<file path="src/rtl/kes_pkg.sv">
// shared types, constants and the arctangent table of the kepler solver
// no dependencies
`default_nettype none
package kes_pkg;

    localparam int ANGLE_FRAC_BITS = 28;
    localparam int CORDIC_STEPS    = 30;
    localparam int ANG_W           = 34;
    localparam int PROD_W          = 51;
    localparam int PROD_SHIFT      = 46 - ANGLE_FRAC_BITS;
    localparam int R_W             = 35;
    localparam int MAG_W           = 34;
    localparam int NUM_W           = MAG_W + ANGLE_FRAC_BITS;
    localparam int DEN_W           = 30;
    localparam int STEP_W          = 6;
    localparam int SUM_W           = 64;
    localparam int TOL_W           = 31;
    localparam int MAXIT_W         = 5;
    localparam int CFG_IDX_W       = 2;
    localparam int CFG_DATA_W      = 32;

    localparam logic signed [ANG_W-1:0] Q30_PI      = 34'sd3373259426;
    localparam logic signed [ANG_W-1:0] Q30_TWO_PI  = 34'sd6746518852;
    localparam logic signed [ANG_W-1:0] Q30_HALF_PI = 34'sd1686629713;
    localparam logic signed [ANG_W-1:0] Q30_GAIN    = 34'sd652032874;

    localparam logic [STEP_W-1:0] CORDIC_LAST = STEP_W'(CORDIC_STEPS - 1);
    localparam logic [STEP_W-1:0] DIV_LAST    = STEP_W'(NUM_W - 1);

    localparam logic [CFG_IDX_W-1:0] REG_TOLERANCE = 2'd0;
    localparam logic [CFG_IDX_W-1:0] REG_MAX_ITER  = 2'd1;

    typedef struct packed {
        logic signed [31:0] mean_anomaly;
        logic [15:0]        eccentricity;
    } kes_in_t;

    typedef struct packed {
        logic signed [31:0] eccentric_anomaly;
        logic               converged;
        logic [4:0]         iterations_used;
    } kes_out_t;

    typedef enum logic [3:0] {
        ST_IDLE, ST_REDUCE, ST_WRAP, ST_FOLD, ST_CORDIC,
        ST_MULT, ST_RESID, ST_DIV, ST_UPDATE, ST_FINISH
    } kes_state_t;

    typedef struct packed {
        logic              load;
        logic              reduce;
        logic              wrap;
        logic              fold;
        logic              cordic;
        logic              mult;
        logic              resid;
        logic              div;
        logic              update;
        logic              publish;
        logic [STEP_W-1:0] step;
    } kes_cmd_t;

    typedef struct packed {
        logic last_iter;
        logic out_free;
    } kes_status_t;

    // arctangent of 2^-i in q2.30
    function automatic logic signed [ANG_W-1:0] kes_atan(input logic [4:0] i);
        logic signed [ANG_W-1:0] v;
        case (i)
            5'd0:  v = 34'sh03243F6A8;
            5'd1:  v = 34'sh01DAC6705;
            5'd2:  v = 34'sh00FADBAFC;
            5'd3:  v = 34'sh007F56EA6;
            5'd4:  v = 34'sh003FEAB76;
            5'd5:  v = 34'sh001FFD55B;
            5'd6:  v = 34'sh000FFFAAA;
            5'd7:  v = 34'sh0007FFF55;
            5'd8:  v = 34'sh0003FFFEA;
            5'd9:  v = 34'sh0001FFFFD;
            5'd10: v = 34'sh0000FFFFF;
            5'd11: v = 34'sh00007FFFF;
            5'd12: v = 34'sh00003FFFF;
            5'd13: v = 34'sh00001FFFF;
            5'd14: v = 34'sh00000FFFF;
            5'd15: v = 34'sh000007FFF;
            5'd16: v = 34'sh000003FFF;
            5'd17: v = 34'sh000001FFF;
            5'd18: v = 34'sh000000FFF;
            5'd19: v = 34'sh0000007FF;
            5'd20: v = 34'sh0000003FF;
            5'd21: v = 34'sh0000001FF;
            5'd22: v = 34'sh0000000FF;
            5'd23: v = 34'sh00000007F;
            5'd24: v = 34'sh00000003F;
            5'd25: v = 34'sh00000001F;
            5'd26: v = 34'sh00000000F;
            5'd27: v = 34'sh000000008;
            5'd28: v = 34'sh000000004;
            5'd29: v = 34'sh000000002;
            default: v = '0;
        endcase
        return v;
    endfunction

endpackage
`default_nettype wire

</file>
<file path="src/rtl/kes_ctrl.sv">
// sequencer of the kepler solver: walks each newton iteration through its steps
// depends on kes_pkg
`default_nettype none
module kes_ctrl
    import kes_pkg::*;
(
    input  wire logic        aclk,
    input  wire logic        aresetn,
    input  wire logic        s_valid,
    output logic             s_ready,
    input  kes_status_t      status,
    output kes_cmd_t         cmd
);

    kes_state_t        state_reg, state_next;
    logic [STEP_W-1:0] step_reg, step_next;

    // state and step counter
    always_ff @(posedge aclk) begin
        if (!aresetn) begin
            state_reg <= ST_IDLE;
            step_reg  <= '0;
        end else begin
            state_reg <= state_next;
            step_reg  <= step_next;
        end
    end

    // next state and commands
    always_comb begin
        state_next = state_reg;
        step_next  = step_reg;
        cmd        = '0;
        cmd.step   = step_reg;
        s_ready    = 1'b0;
        case (state_reg)
            ST_IDLE: begin
                s_ready = 1'b1;
                if (s_valid) begin
                    cmd.load   = 1'b1;
                    state_next = ST_REDUCE;
                end
            end
            ST_REDUCE: begin
                cmd.reduce = 1'b1;
                state_next = ST_WRAP;
            end
            ST_WRAP: begin
                cmd.wrap   = 1'b1;
                state_next = ST_FOLD;
            end
            ST_FOLD: begin
                cmd.fold   = 1'b1;
                step_next  = '0;
                state_next = ST_CORDIC;
            end
            ST_CORDIC: begin
                cmd.cordic = 1'b1;
                if (step_reg == CORDIC_LAST) begin
                    step_next  = '0;
                    state_next = ST_MULT;
                end else begin
                    step_next = step_reg + 1'b1;
                end
            end
            ST_MULT: begin
                cmd.mult   = 1'b1;
                state_next = ST_RESID;
            end
            ST_RESID: begin
                cmd.resid  = 1'b1;
                step_next  = '0;
                state_next = ST_DIV;
            end
            ST_DIV: begin
                cmd.div = 1'b1;
                if (step_reg == DIV_LAST) begin
                    step_next  = '0;
                    state_next = ST_UPDATE;
                end else begin
                    step_next = step_reg + 1'b1;
                end
            end
            ST_UPDATE: begin
                cmd.update = 1'b1;
                state_next = status.last_iter ? ST_FINISH : ST_REDUCE;
            end
            ST_FINISH: begin
                if (status.out_free) begin
                    cmd.publish = 1'b1;
                    state_next  = ST_IDLE;
                end
            end
            default: state_next = ST_IDLE;
        endcase
    end

endmodule
`default_nettype wire

</file>
<file path="src/rtl/kes_datapath.sv">
// datapath of the kepler solver: config registers, cordic, products,
// bit-serial divider, update and result register; depends on kes_pkg
`default_nettype none
module kes_datapath
    import kes_pkg::*;
#(
    parameter int ITERATION_LIMIT = 16
) (
    input  wire logic                  aclk,
    input  wire logic                  aresetn,
    input  kes_in_t                    s_data,
    input  wire logic                  cfg_valid,
    input  wire logic [CFG_IDX_W-1:0]  cfg_index,
    input  wire logic [CFG_DATA_W-1:0] cfg_data,
    input  kes_cmd_t                   cmd,
    output kes_status_t                status,
    output logic                       m_valid,
    input  wire logic                  m_ready,
    output kes_out_t                   m_data
);

    localparam int USED_W = $clog2(ITERATION_LIMIT + 1);

    logic [TOL_W-1:0]         tol_reg;
    logic [MAXIT_W-1:0]       maxit_reg;
    logic signed [31:0]       m_reg, e_reg, e_next;
    logic [15:0]              ecc_reg;
    logic [USED_W-1:0]        lim_reg, lim_next, used_reg;
    logic signed [ANG_W-1:0]  ang_reg, ang_next, x_reg, x_next, y_reg, y_next;
    logic                     flip_reg, flip_next;
    logic signed [PROD_W-1:0] sp_reg, cp_reg;
    logic                     rneg_reg, conv_reg;
    logic [DEN_W-1:0]         d_reg;
    logic [NUM_W-1:0]         num_reg, q_reg;
    logic [DEN_W-1:0]         rem_reg;
    kes_out_t                 out_reg;
    logic                     out_valid_reg;

    logic signed [ANG_W-1:0]  e4, xs, ys, at, c_val;
    logic signed [R_W-1:0]    es, ec, r_full, d_full;
    logic [MAG_W-1:0]         mag_next;
    logic [DEN_W-1:0]         d_next;
    logic [DEN_W:0]           rem_sh;
    logic signed [SUM_W-1:0]  e_ext, q_ext, sum;

    // configuration registers
    always_ff @(posedge aclk) begin
        if (!aresetn) begin
            tol_reg   <= TOL_W'(16);
            maxit_reg <= MAXIT_W'(16);
        end else if (cfg_valid) begin
            case (cfg_index)
                REG_TOLERANCE: tol_reg   <= cfg_data[TOL_W-1:0];
                REG_MAX_ITER:  maxit_reg <= cfg_data[MAXIT_W-1:0];
                default: ;
            endcase
        end
    end

    // effective iteration limit
    always_comb begin
        if (maxit_reg == '0)
            lim_next = USED_W'(1);
        else if (32'(maxit_reg) > ITERATION_LIMIT)
            lim_next = USED_W'(ITERATION_LIMIT);
        else
            lim_next = USED_W'(maxit_reg);
    end

    // angle reduction into [-pi/2, pi/2] and the residual angle of the cordic rotations
    always_comb begin
        e4        = {e_reg, 2'b00};
        ang_next  = ang_reg;
        flip_next = flip_reg;
        if (cmd.reduce) begin
            if (e4 >= Q30_TWO_PI)
                ang_next = e4 - Q30_TWO_PI;
            else if (e4 <= -Q30_TWO_PI)
                ang_next = e4 + Q30_TWO_PI;
            else
                ang_next = e4;
        end else if (cmd.wrap) begin
            if (ang_reg > Q30_PI)
                ang_next = ang_reg - Q30_TWO_PI;
            else if (ang_reg < -Q30_PI)
                ang_next = ang_reg + Q30_TWO_PI;
        end else if (cmd.fold) begin
            flip_next = 1'b0;
            if (ang_reg > Q30_HALF_PI) begin
                ang_next  = Q30_PI - ang_reg;
                flip_next = 1'b1;
            end else if (ang_reg < -Q30_HALF_PI) begin
                ang_next  = -Q30_PI - ang_reg;
                flip_next = 1'b1;
            end
        end else if (cmd.cordic) begin
            ang_next = ang_reg[ANG_W-1] ? ang_reg + at : ang_reg - at;
        end
    end

    // one cordic rotation per cycle
    always_comb begin
        xs     = x_reg >>> cmd.step[4:0];
        ys     = y_reg >>> cmd.step[4:0];
        at     = kes_atan(cmd.step[4:0]);
        x_next = x_reg;
        y_next = y_reg;
        if (cmd.fold) begin
            x_next = Q30_GAIN;
            y_next = '0;
        end else if (cmd.cordic) begin
            if (!ang_reg[ANG_W-1]) begin
                x_next = x_reg - ys;
                y_next = y_reg + xs;
            end else begin
                x_next = x_reg + ys;
                y_next = y_reg - xs;
            end
        end
    end

    // residual, derivative and magnitude
    always_comb begin
        c_val  = flip_reg ? -x_reg : x_reg;
        es     = R_W'(sp_reg >>> PROD_SHIFT);
        ec     = R_W'(cp_reg >>> PROD_SHIFT);
        r_full = R_W'(e_reg) - es - R_W'(m_reg);
        d_full = (R_W'(1) <<< ANGLE_FRAC_BITS) - ec;
        if (d_full <= 0)
            d_next = DEN_W'(1);
        else
            d_next = d_full[DEN_W-1:0];
        mag_next = r_full[R_W-1] ? MAG_W'(-r_full) : MAG_W'(r_full);
    end

    // restoring division step and newton update with saturation
    always_comb begin
        rem_sh = {rem_reg, num_reg[NUM_W-1]};
        e_ext  = SUM_W'(e_reg);
        q_ext  = $signed({{(SUM_W-NUM_W){1'b0}}, q_reg});
        sum    = rneg_reg ? e_ext + q_ext : e_ext - q_ext;
        if (sum > 64'sh7FFFFFFF)
            e_next = 32'sh7FFFFFFF;
        else if (sum < -64'sh80000000)
            e_next = 32'sh80000000;
        else
            e_next = sum[31:0];
    end

    // datapath registers
    always_ff @(posedge aclk) begin
        ang_reg  <= ang_next;
        flip_reg <= flip_next;
        x_reg    <= x_next;
        y_reg    <= y_next;
        if (cmd.load) begin
            m_reg    <= s_data.mean_anomaly;
            e_reg    <= s_data.mean_anomaly;
            ecc_reg  <= s_data.eccentricity;
            lim_reg  <= lim_next;
            used_reg <= '0;
        end
        if (cmd.mult) begin
            sp_reg <= $signed({1'b0, ecc_reg}) * y_reg;
            cp_reg <= $signed({1'b0, ecc_reg}) * c_val;
        end
        if (cmd.resid) begin
            rneg_reg <= r_full[R_W-1];
            d_reg    <= d_next;
            conv_reg <= mag_next < MAG_W'(tol_reg);
            num_reg  <= {mag_next, {ANGLE_FRAC_BITS{1'b0}}};
            rem_reg  <= '0;
            q_reg    <= '0;
        end
        if (cmd.div) begin
            num_reg <= num_reg << 1;
            if (rem_sh >= {1'b0, d_reg}) begin
                rem_reg <= DEN_W'(rem_sh - {1'b0, d_reg});
                q_reg   <= {q_reg[NUM_W-2:0], 1'b1};
            end else begin
                rem_reg <= rem_sh[DEN_W-1:0];
                q_reg   <= {q_reg[NUM_W-2:0], 1'b0};
            end
        end
        if (cmd.update) begin
            e_reg    <= e_next;
            used_reg <= used_reg + 1'b1;
        end
        if (cmd.publish) begin
            out_reg.eccentric_anomaly <= e_reg;
            out_reg.converged         <= conv_reg;
            out_reg.iterations_used   <= 5'(used_reg);
        end
    end

    // result register handshake
    always_ff @(posedge aclk) begin
        if (!aresetn)
            out_valid_reg <= 1'b0;
        else if (cmd.publish)
            out_valid_reg <= 1'b1;
        else if (m_ready)
            out_valid_reg <= 1'b0;
    end

    assign status  = '{last_iter: conv_reg || ((used_reg + 1'b1) == lim_reg),
                       out_free:  !out_valid_reg || m_ready};
    assign m_valid = out_valid_reg;
    assign m_data  = out_reg;

endmodule
`default_nettype wire

</file>
<file path="src/rtl/kepler_eccentric_anomaly_solver_top.sv">
// kepler equation solver top level: newton iterations with cordic sin/cos
// and bit-serial division; depends on kes_pkg, kes_ctrl, kes_datapath
//
// usage
//   s_valid/s_ready/s_data carry one beat per item: mean anomaly (q4.28) and
//   eccentricity (q0.16). m_valid/m_ready/m_data return one beat per item:
//   eccentric anomaly, converged flag and iterations used.
//   cfg_valid/cfg_ready/cfg_index/cfg_data write tolerance (index 0) and
//   max_iterations (index 1); cfg_ready is always high.
// sequencing
//   one item at a time. each newton iteration runs angle reduction (reduce,
//   wrap and fold), 30 cordic rotations, a product, a residual, 62 divider
//   steps (one quotient bit each) and an update. the next item can be taken
//   in the same cycle in which the result of the last one shows.
// reset and stalls
//   aresetn clears the sequencer, the result valid flag and restores the
//   register defaults. a finished result waits in the output register; the
//   next item is taken meanwhile, and its result waits until m_ready frees it.
`default_nettype none
module kepler_eccentric_anomaly_solver_top
    import kes_pkg::*;
#(
    parameter int ITERATION_LIMIT = 16
) (
    input  wire logic                  aclk,
    input  wire logic                  aresetn,
    input  wire logic                  s_valid,
    output logic                       s_ready,
    input  kes_in_t                    s_data,
    output logic                       m_valid,
    input  wire logic                  m_ready,
    output kes_out_t                   m_data,
    input  wire logic                  cfg_valid,
    output logic                       cfg_ready,
    input  wire logic [CFG_IDX_W-1:0]  cfg_index,
    input  wire logic [CFG_DATA_W-1:0] cfg_data
);

    kes_cmd_t    cmd;
    kes_status_t status;

    assign cfg_ready = 1'b1;

    // sequencer
    kes_ctrl u_ctrl (
        .aclk    (aclk),
        .aresetn (aresetn),
        .s_valid (s_valid),
        .s_ready (s_ready),
        .status  (status),
        .cmd     (cmd)
    );

    // arithmetic
    kes_datapath #(
        .ITERATION_LIMIT (ITERATION_LIMIT)
    ) u_datapath (
        .aclk      (aclk),
        .aresetn   (aresetn),
        .s_data    (s_data),
        .cfg_valid (cfg_valid),
        .cfg_index (cfg_index),
        .cfg_data  (cfg_data),
        .cmd       (cmd),
        .status    (status),
        .m_valid   (m_valid),
        .m_ready   (m_ready),
        .m_data    (m_data)
    );

endmodule
`default_nettype wire

</file>
<file path="config.mk">
export PLATFORM = sky130hd
export DESIGN_NAME = kepler_eccentric_anomaly_solver_top
export DESIGN_NICKNAME = d
export VERILOG_FILES = /design/src/rtl/kes_pkg.sv /design/src/rtl/kes_ctrl.sv /design/src/rtl/kes_datapath.sv /design/src/rtl/kepler_eccentric_anomaly_solver_top.sv
export SDC_FILE = /design/constraint.sdc
export NUM_CORES = 2
export LEC_CHECK = 0
export BUFFER_PORTS_ARGS = -buffer_cell sky130_fd_sc_hd__buf_2
export CORE_ASPECT_RATIO = 1.25
export CORE_UTILIZATION = 35
export DETAILED_ROUTE_END_ITERATION = 16
export GPL_ROUTABILITY_DRIVEN = 0
export PLACE_DENSITY = 0.6
export RECOVER_POWER = 50
export SYNTH_ARGS = -nofsm -noshare
export SYNTH_HDL_FRONTEND = slang
export SYNTH_HIERARCHICAL = 1
export SYNTH_SLANG_ARGS = --single-unit
</file>
<file path="constraint.sdc">
create_clock -name aclk -period 20.4 [get_ports aclk]
set_input_delay 1.02 -clock aclk [delete_from_list [all_inputs] [get_ports aclk]]
set_output_delay 1.02 -clock aclk [all_outputs]
set_load 0.005 [all_outputs]
</file>
==> flow_metrics.tcl <==
set metrics [dict create \
    clk_latency_ps 710 \
    final_hold_viol_count 0 \
    largest_register_ffs 62 \
    slowest_stage "nor3b_1" \
    wl_per_cell_um 20.0 \
    worst_pin_slew_ps 5260 \
    slew_headroom -2.51 \
    io_buffer_count 125 \
    synthTopCellsByArea "fa_1 (26%), edfxtp_1 (14%), ha_1 (8.2%)" \
    drv_slew 638 \
    synthDistinctLibCells 102 \
    cts_resized 0 \
    rsz0062_at_grt "false" \
    gr-usage-all-layers 0.205 \
    drt_iter0_drc 4788 \
    max_stage_delay_ps 800 \
    r2r_slack_ps 9630 \
    hold_buffers 0 \
    cp-end-kind "flip-flop" \
    path_common_cell "fa_1" \
    syn_area_mm2 0.0835 \
    ys.flop_type "edfxtp_1" \
    async_flop_share 0 \
    cts_max_level 3 \
    synth_area_leader_cell "fa_1" \
    firstDrtPassIters 8 \
    setup_viol 0 \
    grt_max_degree 71 \
    r2r_start "u_datapath/x_reg[0]" \
    yosysMostFrequentCell "inv_1" \
    finalSetupTns_ps 0 \
    die_height_um 548 \
    dpl.hpwl_um 194000 \
    yosysTopAreaCellShare 0.256 \
    floorplan.initialDensity 0.352 \
    rows 200 \
    nNetsFinal 11052 \
    worstHoldPathCells 2 \
    cts_tree "done" \
    rr_endpoint "u_datapath/cp_reg[50]" \
    ys_warn_count 6 \
    worst_hold_startpoint "u_datapath/tol_reg[7]" \
    violations "capacitance limit, slew limit" \
    drive_gt1_frac 0.0554 \
    arrival_ps 11190 \
    crit_type "reg2reg" \
    drt-total-wl_um 250000 \
    fin_worst_skew_ps 56.7 \
    clock-root-buffer "clkbuf_16" \
    area_growth_syn_to_layout_pct 7.10 \
    dieArea_mm2 0.241 \
    synth_seq_cells 502 \
    drt-vias-per-instance 5.43 \
    synth_cells 9518 \
    grt_pass1_wl_um 391000 \
    synthTopCellsByCount "inv_1 (1407), nand2_1 (1124), fa_1 (1069)" \
    overflow 0 \
    antenna_found_initial 13 \
    whs_endpoint "u_datapath/tol_reg[7]" \
    synth_edf_count 387 \
    r2r_cells 30 \
    postCtsSetupRepairBufs 0 \
    drcViolationCount 0 \
    core_mm2 0.237 \
    clk_path_buf_depth 3 \
    period_share 0.528 \
    status "finished, violations left" \
    numCtsBuffers 72 \
    cp_max_fo 19 \
    yosysSeqAreaShare 0.167 \
    die_w_um 439 \
    drtAntennaViolNets 0 \
    synth_area_per_cell_um2 8.78 \
    crit_required_ps 20830 \
    via_count 68103 \
    period_minus_slack_ps 10770 \
    crit_path_start_kind "flip-flop" \
    holdCritPathClass "reg2reg" \
    fmaxAchievable_ghz 0.0929 \
    maxCapViolCount 15 \
    mappedNetlistNets 11224 \
    path_clk_slew_ps 50 \
    num_io_pins 128 \
    clock-sinks 502 \
    grt_pass1_vias 70440 \
]
-- layout make-up --
type	count	area, um2
Inverter	1412	5300
Clock inverter	44	429
Clock buffer	89	1950
Sequential cell	502	13900
Antenna cell	1	2.50
Tap cell	3131	3920
Fill cell	23825	148000
Multi-Input combinational cell	7095	62400
Timing Repair Buffer	263	1530
-- logic make-up (layout without fill, tap and decap cells) --
| family | after synthesis | count (layout) | synth area share |
|---|---|---|---|
| buffers and inverters | 1921 | 1808 | 0.0874 |
| and+or+nand+nor | 2947 | 2947 | 0.169 |
| AOI/OAI and AO/OA | 1709 | 1709 | 0.134 |
| muxes | 265 | 265 | 0.0461 |
| other | 1 | 2 | 0.0000449 |
| xor gates and xnor gates | 554 | 554 | 0.0581 |
| adders and majority gates | 1619 | 1619 | 0.339 |
| DFF | 502 | 502 | 0.167 |
-- per-layer routing --
| layer | GRT usage | up-vias | routed length, um |
|---|---|---|---|
| li1 | - | 31175 | - |
| met1 | 0.241 | 33999 | 97100 |
| met2 | 0.374 | 2352 | 128000 |
| met3 | 0.0241 | 573 | 14200 |
| met4 | 0.0882 | 4 | 11200 |
| met5 | 0 | - | 30 |
-- worst max-delay path, delay by kind of cell, from the launching register on --
family	cells	cell delay, ps
AND/OR/NAND/NOR	8	2770
buffers and inverters	5	630
adder cells (fa/ha/maj)	7	3440
AO/OA/AOI/OAI	8	2730
flip-flops	1	560
XOR/XNOR	2	340
-- how the worst max path moves through the flow --
stage / startpoint / to / slack (ps)
2_1_floorplan: u_datapath/x_reg[6] / u_datapath/cp_reg[50] / 11580
3_3_place_gp: u_datapath/x_reg[0] / u_datapath/cp_reg[50] / 9740
3_5_place_dp: u_datapath/x_reg[0] / u_datapath/cp_reg[50] / 9620
4_1_cts: u_datapath/x_reg[0] / u_datapath/cp_reg[50] / 9550
5_1_grt: u_datapath/x_reg[0] / u_datapath/cp_reg[50] / 9150
6_report: u_datapath/x_reg[0] / u_datapath/cp_reg[50] / 9630
-- placed cells by master, fill, tap and decap left out, types with 52 or more instances in the layout --
master,synthesis,layout
a211oi_1,84,84
a21o_1,188,188
a21oi_1,475,475
a31oi_1,71,69
and2_1,506,474
and3_1,66,66
buf_2,21,66
buf_4,3,122
clkbuf_1,440,88
clkbuf_16,0,76
dfxtp_1,115,110
edfxtp_1,387,387
fa_1,1069,1069
ha_1,550,550
inv_1,1407,1407
mux2_2,52,52
mux2i_1,124,124
mux4_2,80,80
nand2_1,1124,1124
nand2b_1,61,61
nand3_1,108,108
nand4_1,54,54
nor2_1,575,573
nor2b_1,71,71
nor3_1,135,132
o211ai_1,52,53
o21a_1,90,90
o21ai_0,298,298
o22ai_1,52,52
or3_1,63,63
xnor2_1,328,325
xor2_1,226,226
-- stage by stage --
step	hold slack [ps]	cell area (um2)	utilization	std cells	setup slack, ps
final	472	89500	0.377	12537	9630
after global routing	459	89500	0.377	12537	9150
after CTS	427	89600	0.377	12536	9550
after detailed placement	464	87200	0.367	12403	9620
after global placement	458	87200	0.367	12403	9740
after floorplan	428	83500	-	9518	11580
Power is left out: the tool's default activity adds up to more than one toggle a clock period on the data nets, which glitch-free logic cannot reach.
